`config.mk`:
```
export PLATFORM = sky130hd
export DESIGN_NAME = source_text_tokenizer_unit_flat
export DESIGN_NICKNAME = d
export VERILOG_FILES = /design/src/hdl/stt_pkg.sv /design/src/hdl/stt_ifs.sv /design/src/hdl/source_text_tokenizer_unit.sv /design/src/hdl/stt_lex_core.sv /design/src/hdl/stt_res_queue.sv /design/src/flat_wrapper.sv
export SDC_FILE = /design/constraint.sdc
export NUM_CORES = 1
export LEC_CHECK = 0
export BUFFER_PORTS_ARGS = -buffer_cell sky130_fd_sc_hd__buf_2
export CORE_ASPECT_RATIO = 1.2
export CORE_MARGIN = 3
export CORE_UTILIZATION = 40
export DETAILED_ROUTE_END_ITERATION = 8
export GPL_ROUTABILITY_DRIVEN = 0
export SYNTH_ARGS = -nofsm -noshare
export SYNTH_HDL_FRONTEND = slang
export SYNTH_SLANG_ARGS = --single-unit
```
`constraint.sdc`:
```
create_clock -name clk -period 12.1 [get_ports clk]
set_input_delay 2.42 -clock clk [delete_from_list [all_inputs] [get_ports clk]]
set_output_delay 2.42 -clock clk [all_outputs]
set_load 0.005 [all_outputs]
```
`src/hdl/stt_pkg.sv`:
```
// ----------------------------------------------------------------------------
// stt_pkg: shared types and constants of the source text tokenizer
// Character codes, token kinds, lexer modes, result record and queue sizes.
// ----------------------------------------------------------------------------
package stt_pkg;

	// token length counter width and its saturation value
	localparam int LEN_W = 16;
	localparam logic [LEN_W-1:0] LEN_MAX = {LEN_W{1'b1}};

	// result queue sizing
	localparam int QD     = 4;
	localparam int QPTR_W = $clog2(QD);
	localparam int QCNT_W = $clog2(QD + 1);

	// lexer modes
	localparam logic [2:0] MODE_IDLE    = 3'd0;
	localparam logic [2:0] MODE_NUMBER  = 3'd1;
	localparam logic [2:0] MODE_IDENT   = 3'd2;
	localparam logic [2:0] MODE_EQUALS  = 3'd3;
	localparam logic [2:0] MODE_STRING  = 3'd4;
	localparam logic [2:0] MODE_ESCAPE  = 3'd5;
	localparam logic [2:0] MODE_COMMENT = 3'd6;
	localparam logic [2:0] MODE_HALT    = 3'd7;

	// token kinds
	localparam logic [3:0] K_NUMBER = 4'd0;
	localparam logic [3:0] K_STRING = 4'd1;
	localparam logic [3:0] K_OPAREN = 4'd2;
	localparam logic [3:0] K_CPAREN = 4'd3;
	localparam logic [3:0] K_OBRACE = 4'd4;
	localparam logic [3:0] K_CBRACE = 4'd5;
	localparam logic [3:0] K_EQUALS = 4'd6;
	localparam logic [3:0] K_ARROW  = 4'd7;
	localparam logic [3:0] K_IDENT  = 4'd8;
	localparam logic [3:0] K_END    = 4'd9;
	localparam logic [3:0] K_SCHAR  = 4'd10;
	localparam logic [3:0] K_ICHAR  = 4'd11;
	localparam logic [3:0] K_ERROR  = 4'd12;

	// error codes
	localparam logic [1:0] ERR_NONE     = 2'd0;
	localparam logic [1:0] ERR_UNEXP    = 2'd1;
	localparam logic [1:0] ERR_ESCAPE   = 2'd2;
	localparam logic [1:0] ERR_UNTERM   = 2'd3;

	// character codes
	localparam logic [7:0] CH_NUL    = 8'h00;
	localparam logic [7:0] CH_TAB    = 8'h09;
	localparam logic [7:0] CH_LF     = 8'h0A;
	localparam logic [7:0] CH_CR     = 8'h0D;
	localparam logic [7:0] CH_SPACE  = 8'h20;
	localparam logic [7:0] CH_QUOTE  = 8'h22;
	localparam logic [7:0] CH_DOLLAR = 8'h24;
	localparam logic [7:0] CH_OPAREN = 8'h28;
	localparam logic [7:0] CH_CPAREN = 8'h29;
	localparam logic [7:0] CH_ZERO   = 8'h30;
	localparam logic [7:0] CH_NINE   = 8'h39;
	localparam logic [7:0] CH_EQUALS = 8'h3D;
	localparam logic [7:0] CH_GT     = 8'h3E;
	localparam logic [7:0] CH_UA     = 8'h41;
	localparam logic [7:0] CH_UZ     = 8'h5A;
	localparam logic [7:0] CH_BSLASH = 8'h5C;
	localparam logic [7:0] CH_UNDER  = 8'h5F;
	localparam logic [7:0] CH_LA     = 8'h61;
	localparam logic [7:0] CH_LN     = 8'h6E;
	localparam logic [7:0] CH_LT     = 8'h74;
	localparam logic [7:0] CH_LZ     = 8'h7A;
	localparam logic [7:0] CH_OBRACE = 8'h7B;
	localparam logic [7:0] CH_CBRACE = 8'h7D;

	// one result record
	typedef struct packed {
		logic [3:0]  kind;
		logic [31:0] value;
		logic [7:0]  chr;
		logic [1:0]  err;
		logic        last;
	} tok_t;

	// results caused by one input byte (zero, one or two)
	typedef struct packed {
		logic [1:0] cnt;
		tok_t       r0;
		tok_t       r1;
	} emit_t;

	function automatic logic is_space(input logic [7:0] b);
		return (b == CH_SPACE) || (b == CH_TAB) || (b == CH_LF) || (b == CH_CR);
	endfunction

	function automatic logic is_decimal(input logic [7:0] b);
		return (b >= CH_ZERO) && (b <= CH_NINE);
	endfunction

	function automatic logic is_alpha(input logic [7:0] b);
		return ((b >= CH_UA) && (b <= CH_UZ)) || ((b >= CH_LA) && (b <= CH_LZ)) ||
			(b == CH_UNDER);
	endfunction

endpackage

```
`src/hdl/stt_ifs.sv`:
```
// ----------------------------------------------------------------------------
// stt_ifs: channel interfaces of the source text tokenizer
// Byte input channel and token output channel, valid/ready handshake.
// ----------------------------------------------------------------------------
interface stt_byte_if;
	logic       valid;
	logic       ready;
	logic [7:0] text_byte;

	modport source (output valid, output text_byte, input ready);
	modport sink   (input valid, input text_byte, output ready);
endinterface

interface stt_tok_if;
	logic        valid;
	logic        ready;
	logic [3:0]  token_kind;
	logic [31:0] token_value;
	logic [7:0]  char_byte;
	logic [1:0]  error_code;
	logic        last_of_run;

	modport source (output valid, output token_kind, output token_value, output char_byte,
		output error_code, output last_of_run, input ready);
	modport sink   (input valid, input token_kind, input token_value, input char_byte,
		input error_code, input last_of_run, output ready);
endinterface

```
`src/hdl/source_text_tokenizer_unit.sv`:
```
// ----------------------------------------------------------------------------
// source_text_tokenizer_unit: streaming lexer, one source byte per beat
// Decodes text into tokens, char results and errors, halting at end or error.
//
//   channel   dir  beat contents
//   text_in   in   text_byte
//   tok_out   out  token_kind, token_value, char_byte, error_code, last_of_run
//
// A byte is decoded in the cycle it is accepted; its results are registered
// into a four-entry result queue and leave one per cycle while tok_out.ready
// is high. Input runs at one byte per cycle while the queue drains; a byte
// that yields two results takes two queue entries, and text_in.ready drops
// when fewer than two queue entries are free.
// Reset clears the lexer to idle and empties the queue. After an end token
// or an error every further byte is accepted and dropped until reset.
// ----------------------------------------------------------------------------
module source_text_tokenizer_unit (
	input  logic      clk,
	input  logic      arst_n,
	stt_byte_if.sink  text_in,
	stt_tok_if.source tok_out
);

	logic           take;
	logic           room;
	stt_pkg::emit_t emit;

	assign text_in.ready = room;
	assign take          = text_in.valid && text_in.ready;

	// lexer state and decode
	stt_lex_core u_core (
		.clk       (clk),
		.arst_n    (arst_n),
		.take      (take),
		.text_byte (text_in.text_byte),
		.emit      (emit)
	);

	// result buffering
	stt_res_queue u_queue (
		.clk     (clk),
		.arst_n  (arst_n),
		.push    (take),
		.emit    (emit),
		.room    (room),
		.tok_out (tok_out)
	);

endmodule

```
`src/hdl/stt_lex_core.sv`:
```
// ----------------------------------------------------------------------------
// stt_lex_core: lexer state and per-byte decode
// Holds mode, number accumulator and token length; decodes one byte per
// accepted beat into up to two result records.
// ----------------------------------------------------------------------------
module stt_lex_core (
	input  logic           clk,
	input  logic           arst_n,
	input  logic           take,
	input  logic [7:0]     text_byte,
	output stt_pkg::emit_t emit
);

	logic [2:0]                mode_q;
	logic [31:0]               acc_q;
	logic [stt_pkg::LEN_W-1:0] len_q;

	logic [2:0]                nx_mode;
	logic [31:0]               nx_acc;
	logic [stt_pkg::LEN_W-1:0] nx_len;

	logic                      id_vld;
	stt_pkg::tok_t             id_tok;
	logic [2:0]                id_mode;
	logic [31:0]               id_acc;
	logic [stt_pkg::LEN_W-1:0] id_len;

	logic                      pre_vld;
	stt_pkg::tok_t             pre_tok;
	logic                      use_idle;
	logic [stt_pkg::LEN_W-1:0] len_inc;
	logic [31:0]               acc_mac;
	logic [7:0]                digit;

	assign digit   = text_byte - stt_pkg::CH_ZERO;
	assign len_inc = (len_q == stt_pkg::LEN_MAX) ? len_q : len_q + 1'b1;
	assign acc_mac = (acc_q << 3) + (acc_q << 1) + 32'(digit);

	// byte handled as in idle mode
	always_comb begin
		id_vld  = 1'b0;
		id_tok  = '0;
		id_mode = stt_pkg::MODE_IDLE;
		id_acc  = acc_q;
		id_len  = len_q;
		priority if (text_byte == stt_pkg::CH_NUL) begin
			id_vld      = 1'b1;
			id_tok.kind = stt_pkg::K_END;
			id_mode     = stt_pkg::MODE_HALT;
		end else if (stt_pkg::is_space(text_byte)) begin
			id_mode = stt_pkg::MODE_IDLE;
		end else if (text_byte == stt_pkg::CH_DOLLAR) begin
			id_mode = stt_pkg::MODE_COMMENT;
		end else if (text_byte == stt_pkg::CH_OPAREN) begin
			id_vld      = 1'b1;
			id_tok.kind = stt_pkg::K_OPAREN;
		end else if (text_byte == stt_pkg::CH_CPAREN) begin
			id_vld      = 1'b1;
			id_tok.kind = stt_pkg::K_CPAREN;
		end else if (text_byte == stt_pkg::CH_OBRACE) begin
			id_vld      = 1'b1;
			id_tok.kind = stt_pkg::K_OBRACE;
		end else if (text_byte == stt_pkg::CH_CBRACE) begin
			id_vld      = 1'b1;
			id_tok.kind = stt_pkg::K_CBRACE;
		end else if (text_byte == stt_pkg::CH_EQUALS) begin
			id_mode = stt_pkg::MODE_EQUALS;
		end else if (text_byte == stt_pkg::CH_QUOTE) begin
			id_len  = '0;
			id_mode = stt_pkg::MODE_STRING;
		end else if (stt_pkg::is_alpha(text_byte)) begin
			id_len      = stt_pkg::LEN_W'(1);
			id_vld      = 1'b1;
			id_tok.kind = stt_pkg::K_ICHAR;
			id_tok.chr  = text_byte;
			id_mode     = stt_pkg::MODE_IDENT;
		end else if (stt_pkg::is_decimal(text_byte)) begin
			id_acc  = 32'(digit);
			id_mode = stt_pkg::MODE_NUMBER;
		end else begin
			id_vld      = 1'b1;
			id_tok.kind = stt_pkg::K_ERROR;
			id_tok.chr  = text_byte;
			id_tok.err  = stt_pkg::ERR_UNEXP;
			id_mode     = stt_pkg::MODE_HALT;
		end
	end

	// mode dispatch: first result, then optional idle handling
	always_comb begin
		pre_vld  = 1'b0;
		pre_tok  = '0;
		use_idle = 1'b0;
		nx_mode  = mode_q;
		nx_acc   = acc_q;
		nx_len   = len_q;
		unique case (mode_q)
			stt_pkg::MODE_HALT: begin
				nx_mode = stt_pkg::MODE_HALT;
			end
			stt_pkg::MODE_NUMBER: begin
				if (stt_pkg::is_decimal(text_byte)) begin
					nx_acc = acc_mac;
				end else begin
					pre_vld       = 1'b1;
					pre_tok.kind  = stt_pkg::K_NUMBER;
					pre_tok.value = acc_q;
					use_idle      = 1'b1;
				end
			end
			stt_pkg::MODE_IDENT: begin
				if (stt_pkg::is_decimal(text_byte) || stt_pkg::is_alpha(text_byte)) begin
					nx_len       = len_inc;
					pre_vld      = 1'b1;
					pre_tok.kind = stt_pkg::K_ICHAR;
					pre_tok.chr  = text_byte;
				end else begin
					pre_vld       = 1'b1;
					pre_tok.kind  = stt_pkg::K_IDENT;
					pre_tok.value = 32'(len_q);
					use_idle      = 1'b1;
				end
			end
			stt_pkg::MODE_EQUALS: begin
				pre_vld = 1'b1;
				if (text_byte == stt_pkg::CH_GT) begin
					pre_tok.kind = stt_pkg::K_ARROW;
					nx_mode      = stt_pkg::MODE_IDLE;
				end else begin
					pre_tok.kind = stt_pkg::K_EQUALS;
					use_idle     = 1'b1;
				end
			end
			stt_pkg::MODE_STRING: begin
				priority if (text_byte == stt_pkg::CH_QUOTE) begin
					pre_vld       = 1'b1;
					pre_tok.kind  = stt_pkg::K_STRING;
					pre_tok.value = 32'(len_q);
					nx_mode       = stt_pkg::MODE_IDLE;
				end else if (text_byte == stt_pkg::CH_BSLASH) begin
					nx_mode = stt_pkg::MODE_ESCAPE;
				end else if (text_byte == stt_pkg::CH_NUL) begin
					pre_vld      = 1'b1;
					pre_tok.kind = stt_pkg::K_ERROR;
					pre_tok.err  = stt_pkg::ERR_UNTERM;
					nx_mode      = stt_pkg::MODE_HALT;
				end else begin
					nx_len       = len_inc;
					pre_vld      = 1'b1;
					pre_tok.kind = stt_pkg::K_SCHAR;
					pre_tok.chr  = text_byte;
				end
			end
			stt_pkg::MODE_ESCAPE: begin
				pre_vld = 1'b1;
				priority if (text_byte == stt_pkg::CH_NUL) begin
					pre_tok.kind = stt_pkg::K_ERROR;
					pre_tok.err  = stt_pkg::ERR_UNTERM;
					nx_mode      = stt_pkg::MODE_HALT;
				end else if (text_byte == stt_pkg::CH_LN || text_byte == stt_pkg::CH_LT ||
					text_byte == stt_pkg::CH_ZERO || text_byte == stt_pkg::CH_QUOTE ||
					text_byte == stt_pkg::CH_BSLASH) begin
					nx_len       = len_inc;
					pre_tok.kind = stt_pkg::K_SCHAR;
					nx_mode      = stt_pkg::MODE_STRING;
					priority if (text_byte == stt_pkg::CH_LN) begin
						pre_tok.chr = stt_pkg::CH_LF;
					end else if (text_byte == stt_pkg::CH_LT) begin
						pre_tok.chr = stt_pkg::CH_TAB;
					end else if (text_byte == stt_pkg::CH_ZERO) begin
						pre_tok.chr = stt_pkg::CH_NUL;
					end else begin
						pre_tok.chr = text_byte;
					end
				end else begin
					pre_tok.kind = stt_pkg::K_ERROR;
					pre_tok.chr  = text_byte;
					pre_tok.err  = stt_pkg::ERR_ESCAPE;
					nx_mode      = stt_pkg::MODE_HALT;
				end
			end
			stt_pkg::MODE_COMMENT: begin
				if (text_byte == stt_pkg::CH_LF) begin
					nx_mode = stt_pkg::MODE_IDLE;
				end else if (text_byte == stt_pkg::CH_NUL) begin
					pre_vld      = 1'b1;
					pre_tok.kind = stt_pkg::K_END;
					nx_mode      = stt_pkg::MODE_HALT;
				end
			end
			stt_pkg::MODE_IDLE: begin
				use_idle = 1'b1;
			end
		endcase
		if (use_idle) begin
			nx_mode = id_mode;
			nx_acc  = id_acc;
			nx_len  = id_len;
		end
	end

	// pack results and mark the last one
	always_comb begin
		emit = '0;
		if (pre_vld && use_idle && id_vld) begin
			emit.cnt     = 2'd2;
			emit.r0      = pre_tok;
			emit.r1      = id_tok;
			emit.r1.last = 1'b1;
		end else if (pre_vld) begin
			emit.cnt     = 2'd1;
			emit.r0      = pre_tok;
			emit.r0.last = 1'b1;
		end else if (use_idle && id_vld) begin
			emit.cnt     = 2'd1;
			emit.r0      = id_tok;
			emit.r0.last = 1'b1;
		end
	end

	// state update on each accepted beat
	always_ff @(posedge clk or negedge arst_n) begin
		if (!arst_n) begin
			mode_q <= stt_pkg::MODE_IDLE;
			acc_q  <= '0;
			len_q  <= '0;
		end else if (take) begin
			mode_q <= nx_mode;
			acc_q  <= nx_acc;
			len_q  <= nx_len;
		end
	end

	a_halt_sticky: assert property (@(posedge clk) disable iff (!arst_n)
		(mode_q == stt_pkg::MODE_HALT) |=> (mode_q == stt_pkg::MODE_HALT))
		else $error("lexer left halt mode");

	a_two_last: assert property (@(posedge clk) disable iff (!arst_n)
		(emit.cnt == 2'd2) |-> (emit.r1.last && !emit.r0.last))
		else $error("last mark misplaced on a two-result beat");

	a_end_halts: assert property (@(posedge clk) disable iff (!arst_n)
		(take && emit.cnt == 2'd1 &&
		(emit.r0.kind == stt_pkg::K_ERROR || emit.r0.kind == stt_pkg::K_END))
		|=> (mode_q == stt_pkg::MODE_HALT))
		else $error("end or error did not halt the lexer");

endmodule

```
`src/hdl/stt_res_queue.sv`:
```
// ----------------------------------------------------------------------------
// stt_res_queue: result queue
// Four-entry queue of result records; takes up to two per beat and
// presents one per cycle on the token channel while its ready is high.
// ----------------------------------------------------------------------------
module stt_res_queue (
	input  logic           clk,
	input  logic           arst_n,
	input  logic           push,
	input  stt_pkg::emit_t emit,
	output logic           room,
	stt_tok_if.source      tok_out
);

	stt_pkg::tok_t              slot_q [stt_pkg::QD];
	logic [stt_pkg::QPTR_W-1:0] wr_ptr_q;
	logic [stt_pkg::QPTR_W-1:0] rd_ptr_q;
	logic [stt_pkg::QCNT_W-1:0] cnt_q;

	logic [1:0]                 wr_n;
	logic                       pop;
	logic [stt_pkg::QPTR_W-1:0] wr_ptr_p1;
	stt_pkg::tok_t              head;

	assign wr_n      = push ? emit.cnt : 2'd0;
	assign pop       = tok_out.valid && tok_out.ready;
	assign wr_ptr_p1 = wr_ptr_q + 1'b1;
	assign room      = (cnt_q <= stt_pkg::QCNT_W'(stt_pkg::QD - 2));

	// output side
	assign head                = slot_q[rd_ptr_q];
	assign tok_out.valid       = (cnt_q != '0);
	assign tok_out.token_kind  = head.kind;
	assign tok_out.token_value = head.value;
	assign tok_out.char_byte   = head.chr;
	assign tok_out.error_code  = head.err;
	assign tok_out.last_of_run = head.last;

	// entry writes, up to two per beat
	always_ff @(posedge clk) begin
		for (int i = 0; i < stt_pkg::QD; i++) begin
			if (wr_n != 2'd0 && wr_ptr_q == stt_pkg::QPTR_W'(i)) begin
				slot_q[i] <= emit.r0;
			end else if (wr_n == 2'd2 && wr_ptr_p1 == stt_pkg::QPTR_W'(i)) begin
				slot_q[i] <= emit.r1;
			end
		end
	end

	// pointers and fill count
	always_ff @(posedge clk or negedge arst_n) begin
		if (!arst_n) begin
			wr_ptr_q <= '0;
			rd_ptr_q <= '0;
			cnt_q    <= '0;
		end else begin
			wr_ptr_q <= wr_ptr_q + stt_pkg::QPTR_W'(wr_n);
			rd_ptr_q <= rd_ptr_q + stt_pkg::QPTR_W'(pop);
			cnt_q    <= cnt_q + stt_pkg::QCNT_W'(wr_n) - stt_pkg::QCNT_W'(pop);
		end
	end

	a_no_overfill: assert property (@(posedge clk) disable iff (!arst_n)
		cnt_q <= stt_pkg::QCNT_W'(stt_pkg::QD))
		else $error("result queue overfilled");

	a_empty_ptrs: assert property (@(posedge clk) disable iff (!arst_n)
		(cnt_q == '0) |-> (wr_ptr_q == rd_ptr_q))
		else $error("empty queue with pointers apart");

	a_double_push: assert property (@(posedge clk) disable iff (!arst_n)
		(push && emit.cnt == 2'd2 && !pop) |=>
		(cnt_q == $past(cnt_q) + stt_pkg::QCNT_W'(2)))
		else $error("two-result beat not fully queued");

endmodule
```
`src/flat_wrapper.sv`:
```
// flat-port wrapper written by rule: the top's interface ports become plain ports
module source_text_tokenizer_unit_flat 
  (clk, arst_n, text_in_valid, text_in_text_byte, text_in_ready, tok_out_valid, tok_out_token_kind, tok_out_token_value, tok_out_char_byte, tok_out_error_code, tok_out_last_of_run, tok_out_ready);
  stt_byte_if text_in_i ();
  stt_tok_if tok_out_i ();
  input  logic clk;
  input  logic arst_n;
  input wire logic [$bits(text_in_i.valid)-1:0] text_in_valid;
  input wire logic [$bits(text_in_i.text_byte)-1:0] text_in_text_byte;
  output wire logic [$bits(text_in_i.ready)-1:0] text_in_ready;
  output wire logic [$bits(tok_out_i.valid)-1:0] tok_out_valid;
  output wire logic [$bits(tok_out_i.token_kind)-1:0] tok_out_token_kind;
  output wire logic [$bits(tok_out_i.token_value)-1:0] tok_out_token_value;
  output wire logic [$bits(tok_out_i.char_byte)-1:0] tok_out_char_byte;
  output wire logic [$bits(tok_out_i.error_code)-1:0] tok_out_error_code;
  output wire logic [$bits(tok_out_i.last_of_run)-1:0] tok_out_last_of_run;
  input wire logic [$bits(tok_out_i.ready)-1:0] tok_out_ready;
  assign text_in_i.valid = text_in_valid;
  assign text_in_i.text_byte = text_in_text_byte;
  assign text_in_ready = text_in_i.ready;
  assign tok_out_valid = tok_out_i.valid;
  assign tok_out_token_kind = tok_out_i.token_kind;
  assign tok_out_token_value = tok_out_i.token_value;
  assign tok_out_char_byte = tok_out_i.char_byte;
  assign tok_out_error_code = tok_out_i.error_code;
  assign tok_out_last_of_run = tok_out_i.last_of_run;
  assign tok_out_i.ready = tok_out_ready;
  source_text_tokenizer_unit u_core (.clk(clk), .arst_n(arst_n), .text_in(text_in_i), .tok_out(tok_out_i));
endmodule
```
==> flow_summary.yaml <==
yosys:
  synth_area_leader_cell: "edfxtp_1"
  synth-main-ff-cell: "edfxtp_1"
  synth-edff-count: 155
  synth_seq_cells: 246
  ys_seq_area_frac: 0.488
  ys_warn_count: 0
  synthTopCellsByArea: "edfxtp_1 (34%), dfrtp_1 (10%), mux4_2 (7.6%), ha_1 (5.8%), nor2_1 (5.0%)"
  synth_top_family_by_area: "compound AO/OA/AOI/OAI gates"
  post_synth.cell_area_avg_sq_um: 10.6
  synth_fa_ha_area_frac: 0.0679
  syn_nets: 1393
  ys_async_sr_fraction: 0.236
  syn_inst: 1310
  yosys.cell_types.count: 76
  syn_area_sq_um: 13900
  synth_compound_area_frac: 0.153
  muxShareOfSynthArea: 0.0808
  synth-simple-area-share: 0.153
  synth_xor_area_frac: 0.0215
  yosysTopAreaCellShare: 0.336
pwr:
  finalPower_mw: 3.50
  intPower_mw: 2.17
  leakagePower_nw: 6.18
  power_density_nw_per_um2: 228
  p_comb_frac: 0.413
  max-vdd-ir-drop_mv: 0.117
  clkPwrFrac: 0.223
  power_switching_mw: 1.33
  swShare: 0.381
  power_frac_seq: 0.365
route:
  dr.pass1.iters: 5
  viasPerCell: 5.77
  post_drt_wl_per_cell_microns: 19.7
  vias: 10400
  drt_iter0_drc: 1101
  routed_wl_microns: 35500
  drc: 0
  ant_nets: 0
global_route:
  gr-total-overflow: 0
  grt_pass1_vias: 10100
  grt_max_degree: 59
  grt_pass1_wl_microns: 56600
  antenna_found_initial: 0
  grt.total_usage: 0.191
setup_path:
  reg2regPathDepth: 12
  crit_type: "in -> reg"
  crit_start: "text_in_text_byte[4]"
  r2r_end: "u_core.u_queue.cnt_q[2]"
  cp-endpoint: "u_core.u_queue.cnt_q[2]"
  r2r-start: "u_core.u_core.mode_q[1]"
  required_ns: 12.56
  worstSetupEndpointType: "register"
  cp-start-kind: "input port"
  arrival_ns: 6.93
  worst-r2r-setup-slack_ns: 7.55
  cp_max_fo: 12
clocking:
  cts_max_level: 1
  cts_root_buf: "clkbuf_16"
  cts_sinks: 246
  cts_tree: "built"
  cts_buffers: 24
  ctsHoldBuffers: 0
  worstSkewPairLatency_ns: 0.53
  cts_resized: 0
  clkTransAtPathRegs_ns: 0.07
  cts_setup_buffers: 0
  clk_path_buf_depth: 3
sta:
  finalHoldViolCount: 0
  tns_ns: 0
  setup_slack_ns: 5.63
  fmax_mhz: 155
  fin_skew_ns: 0.0194
  rsz0062_at_grt: "no"
  tightest_slew_ns: 1.22
  layout_min_cycle_time_ns: 6.47
  finalSetupViolCount: 0
  period_share: 0.535
  slew-limit-headroom: 0.185
  drv_slew: 0
finish:
  final_common_cell: "nor2_1"
  area_delta_synth_final_pct: 10.7
  final_core_utilization: 0.450
  final_cell_mix: "nor2_1 (183), edfxtp_1 (155), nand2_1 (132), a21oi_1 (88), o21ai_0 (65)"
  diodes: 0
  drive_above_1_share: 0.138
  fin_nets: 1412
floorplanning:
  pin_count: 61
  core_area_sq_um: 34100
  initial_core_util: 0.407
  dieHeight_microns: 210
  die-area_sq_um: 36900
  row_count: 74
  fp.dieW_microns: 176
placed_design:
  place_ws_ns: 5.20
  hpwl_microns: 23200
  placement.io_buffers: 60
status:
  status: "complete, no violations"
worst_hold_path:
  hold_path.class: "reg -> reg"
run:
  max-cap-violations: 0
==> sequential cells by signal (all words and copies together) (netlist names) <==
name,flops
u_core.u_queue.cnt_q,3
u_core.u_core.acc_q,32
u_core.u_core.mode_q,3
u_core.u_core.len_q,16
u_core.u_queue.rd_ptr_q,2
u_core.u_queue.slot_q,188
u_core.u_queue.wr_ptr_q,2
==> layout make-up <==
class | count | area, sq um
Tap cell | 456 | 571
Clock buffer | 36 | 697
Multi-Input combinational cell | 950 | 6650
Sequential cell | 246 | 6770
Fill cell | 3210 | 18700
Clock inverter | 8 | 114
Inverter | 33 | 124
Timing Repair Buffer | 74 | 405
==> synthesized netlist by cell type (3+ instances only) <==
| library cell | n |
|---|---|
| a211oi_1 | 28 |
| a21boi_0 | 3 |
| a21o_1 | 17 |
| a21oi_1 | 88 |
| a221o_1 | 4 |
| a22oi_1 | 20 |
| a31o_2 | 3 |
| a31oi_1 | 13 |
| and2_1 | 6 |
| and3_1 | 18 |
| buf_1 | 7 |
| buf_2 | 33 |
| clkbuf_1 | 39 |
| dfrtp_1 | 58 |
| dfxtp_1 | 33 |
| edfxtp_1 | 155 |
| fa_1 | 7 |
| ha_1 | 64 |
| inv_1 | 33 |
| mux2i_1 | 5 |
| mux4_2 | 47 |
| nand2_1 | 132 |
| nand2b_1 | 6 |
| nand3_1 | 41 |
| nand4_1 | 8 |
| nor2_1 | 185 |
| nor2b_1 | 8 |
| nor3_1 | 19 |
| nor3b_1 | 6 |
| nor4_1 | 3 |
| o21a_1 | 18 |
| o21ai_0 | 65 |
| o21ai_1 | 12 |
| o22ai_1 | 14 |
| o31ai_1 | 18 |
| or2_2 | 3 |
| or3_1 | 9 |
| xnor2_1 | 21 |
| xor2_1 | 13 |
==> critical path: stages <==
cell	delay, ns
buf_2	0.14
inv_1	0.33
ha_1	0.32
nor3b_1	0.57
nand3_1	0.42
o21ai_0	0.34
o21a_1	0.17
o21ai_1	0.15
nand3b_1	0.56
nand3_1	0.22
ha_1	0.33
inv_1	0.04
ha_1	0.20
fa_1	0.37
xnor2_1	0.20
xnor2_1	0.13
==> worst min-delay path by stage <==
| stage | start | slack (ns) | depth (start not counted) | to |
|---|---|---|---|---|
| after floorplan | u_core.u_queue.slot_q[2][27] | 0.43 | 2 | u_core.u_queue.slot_q[2][27] |
| after global placement | u_core.u_queue.slot_q[2][41] | 0.45 | 2 | u_core.u_queue.slot_q[2][41] |
| after global routing | u_core.u_queue.slot_q[2][35] | 0.47 | 2 | u_core.u_queue.slot_q[2][35] |
| final | u_core.u_queue.slot_q[2][41] | 0.46 | 2 | u_core.u_queue.slot_q[2][41] |
| after CTS | u_core.u_queue.slot_q[2][41] | 0.46 | 2 | u_core.u_queue.slot_q[2][41] |
| after detailed placement | u_core.u_queue.slot_q[2][41] | 0.45 | 2 | u_core.u_queue.slot_q[2][41] |
==> through the flow <==
| stage | hold slack, ns | std cells | cell area (sq um) |
|---|---|---|---|
| 2_1_floorplan | 0.433 | 1310 | 13900 |
| 3_3_place_gp | 0.446 | 1759 | 14500 |
| 3_5_place_dp | 0.448 | 1759 | 14500 |
| 4_1_cts | 0.457 | 1803 | 15300 |
| 5_1_grt | 0.473 | 1803 | 15300 |
| 6_report | 0.458 | 1803 | 15300 |
==> routing by layer <==
metal,GRT usage,wire length (microns),vias to the layer above
met5,0,0,-
met4,0.0464,673,0
met3,0.0221,2090,42
met2,0.319,17000,316
met1,0.266,15700,5148
li1,-,-,4894
==> cells by family after synthesis <==
logic type	Yosys count
AO/OA/AOI/OAI	330
XOR/XNOR	34
adder cells (fa/ha/maj)	71
buffers and inverters	114
flip-flops	246
multiplexers	53
AND/OR/NAND/NOR	462
==> power groups by stage <==
stage	sequential, mW	clock [mW]	combinational [mW]
global route	1.31	0.824	1.60
finish	1.28	0.780	1.45
global placement	1.29	0	1.44
detailed placement	1.30	0	1.45
floorplan	1.18	0	1.11
CTS	1.28	0.795	1.46
No activity file was read; power rests on OpenSTA's default activity.
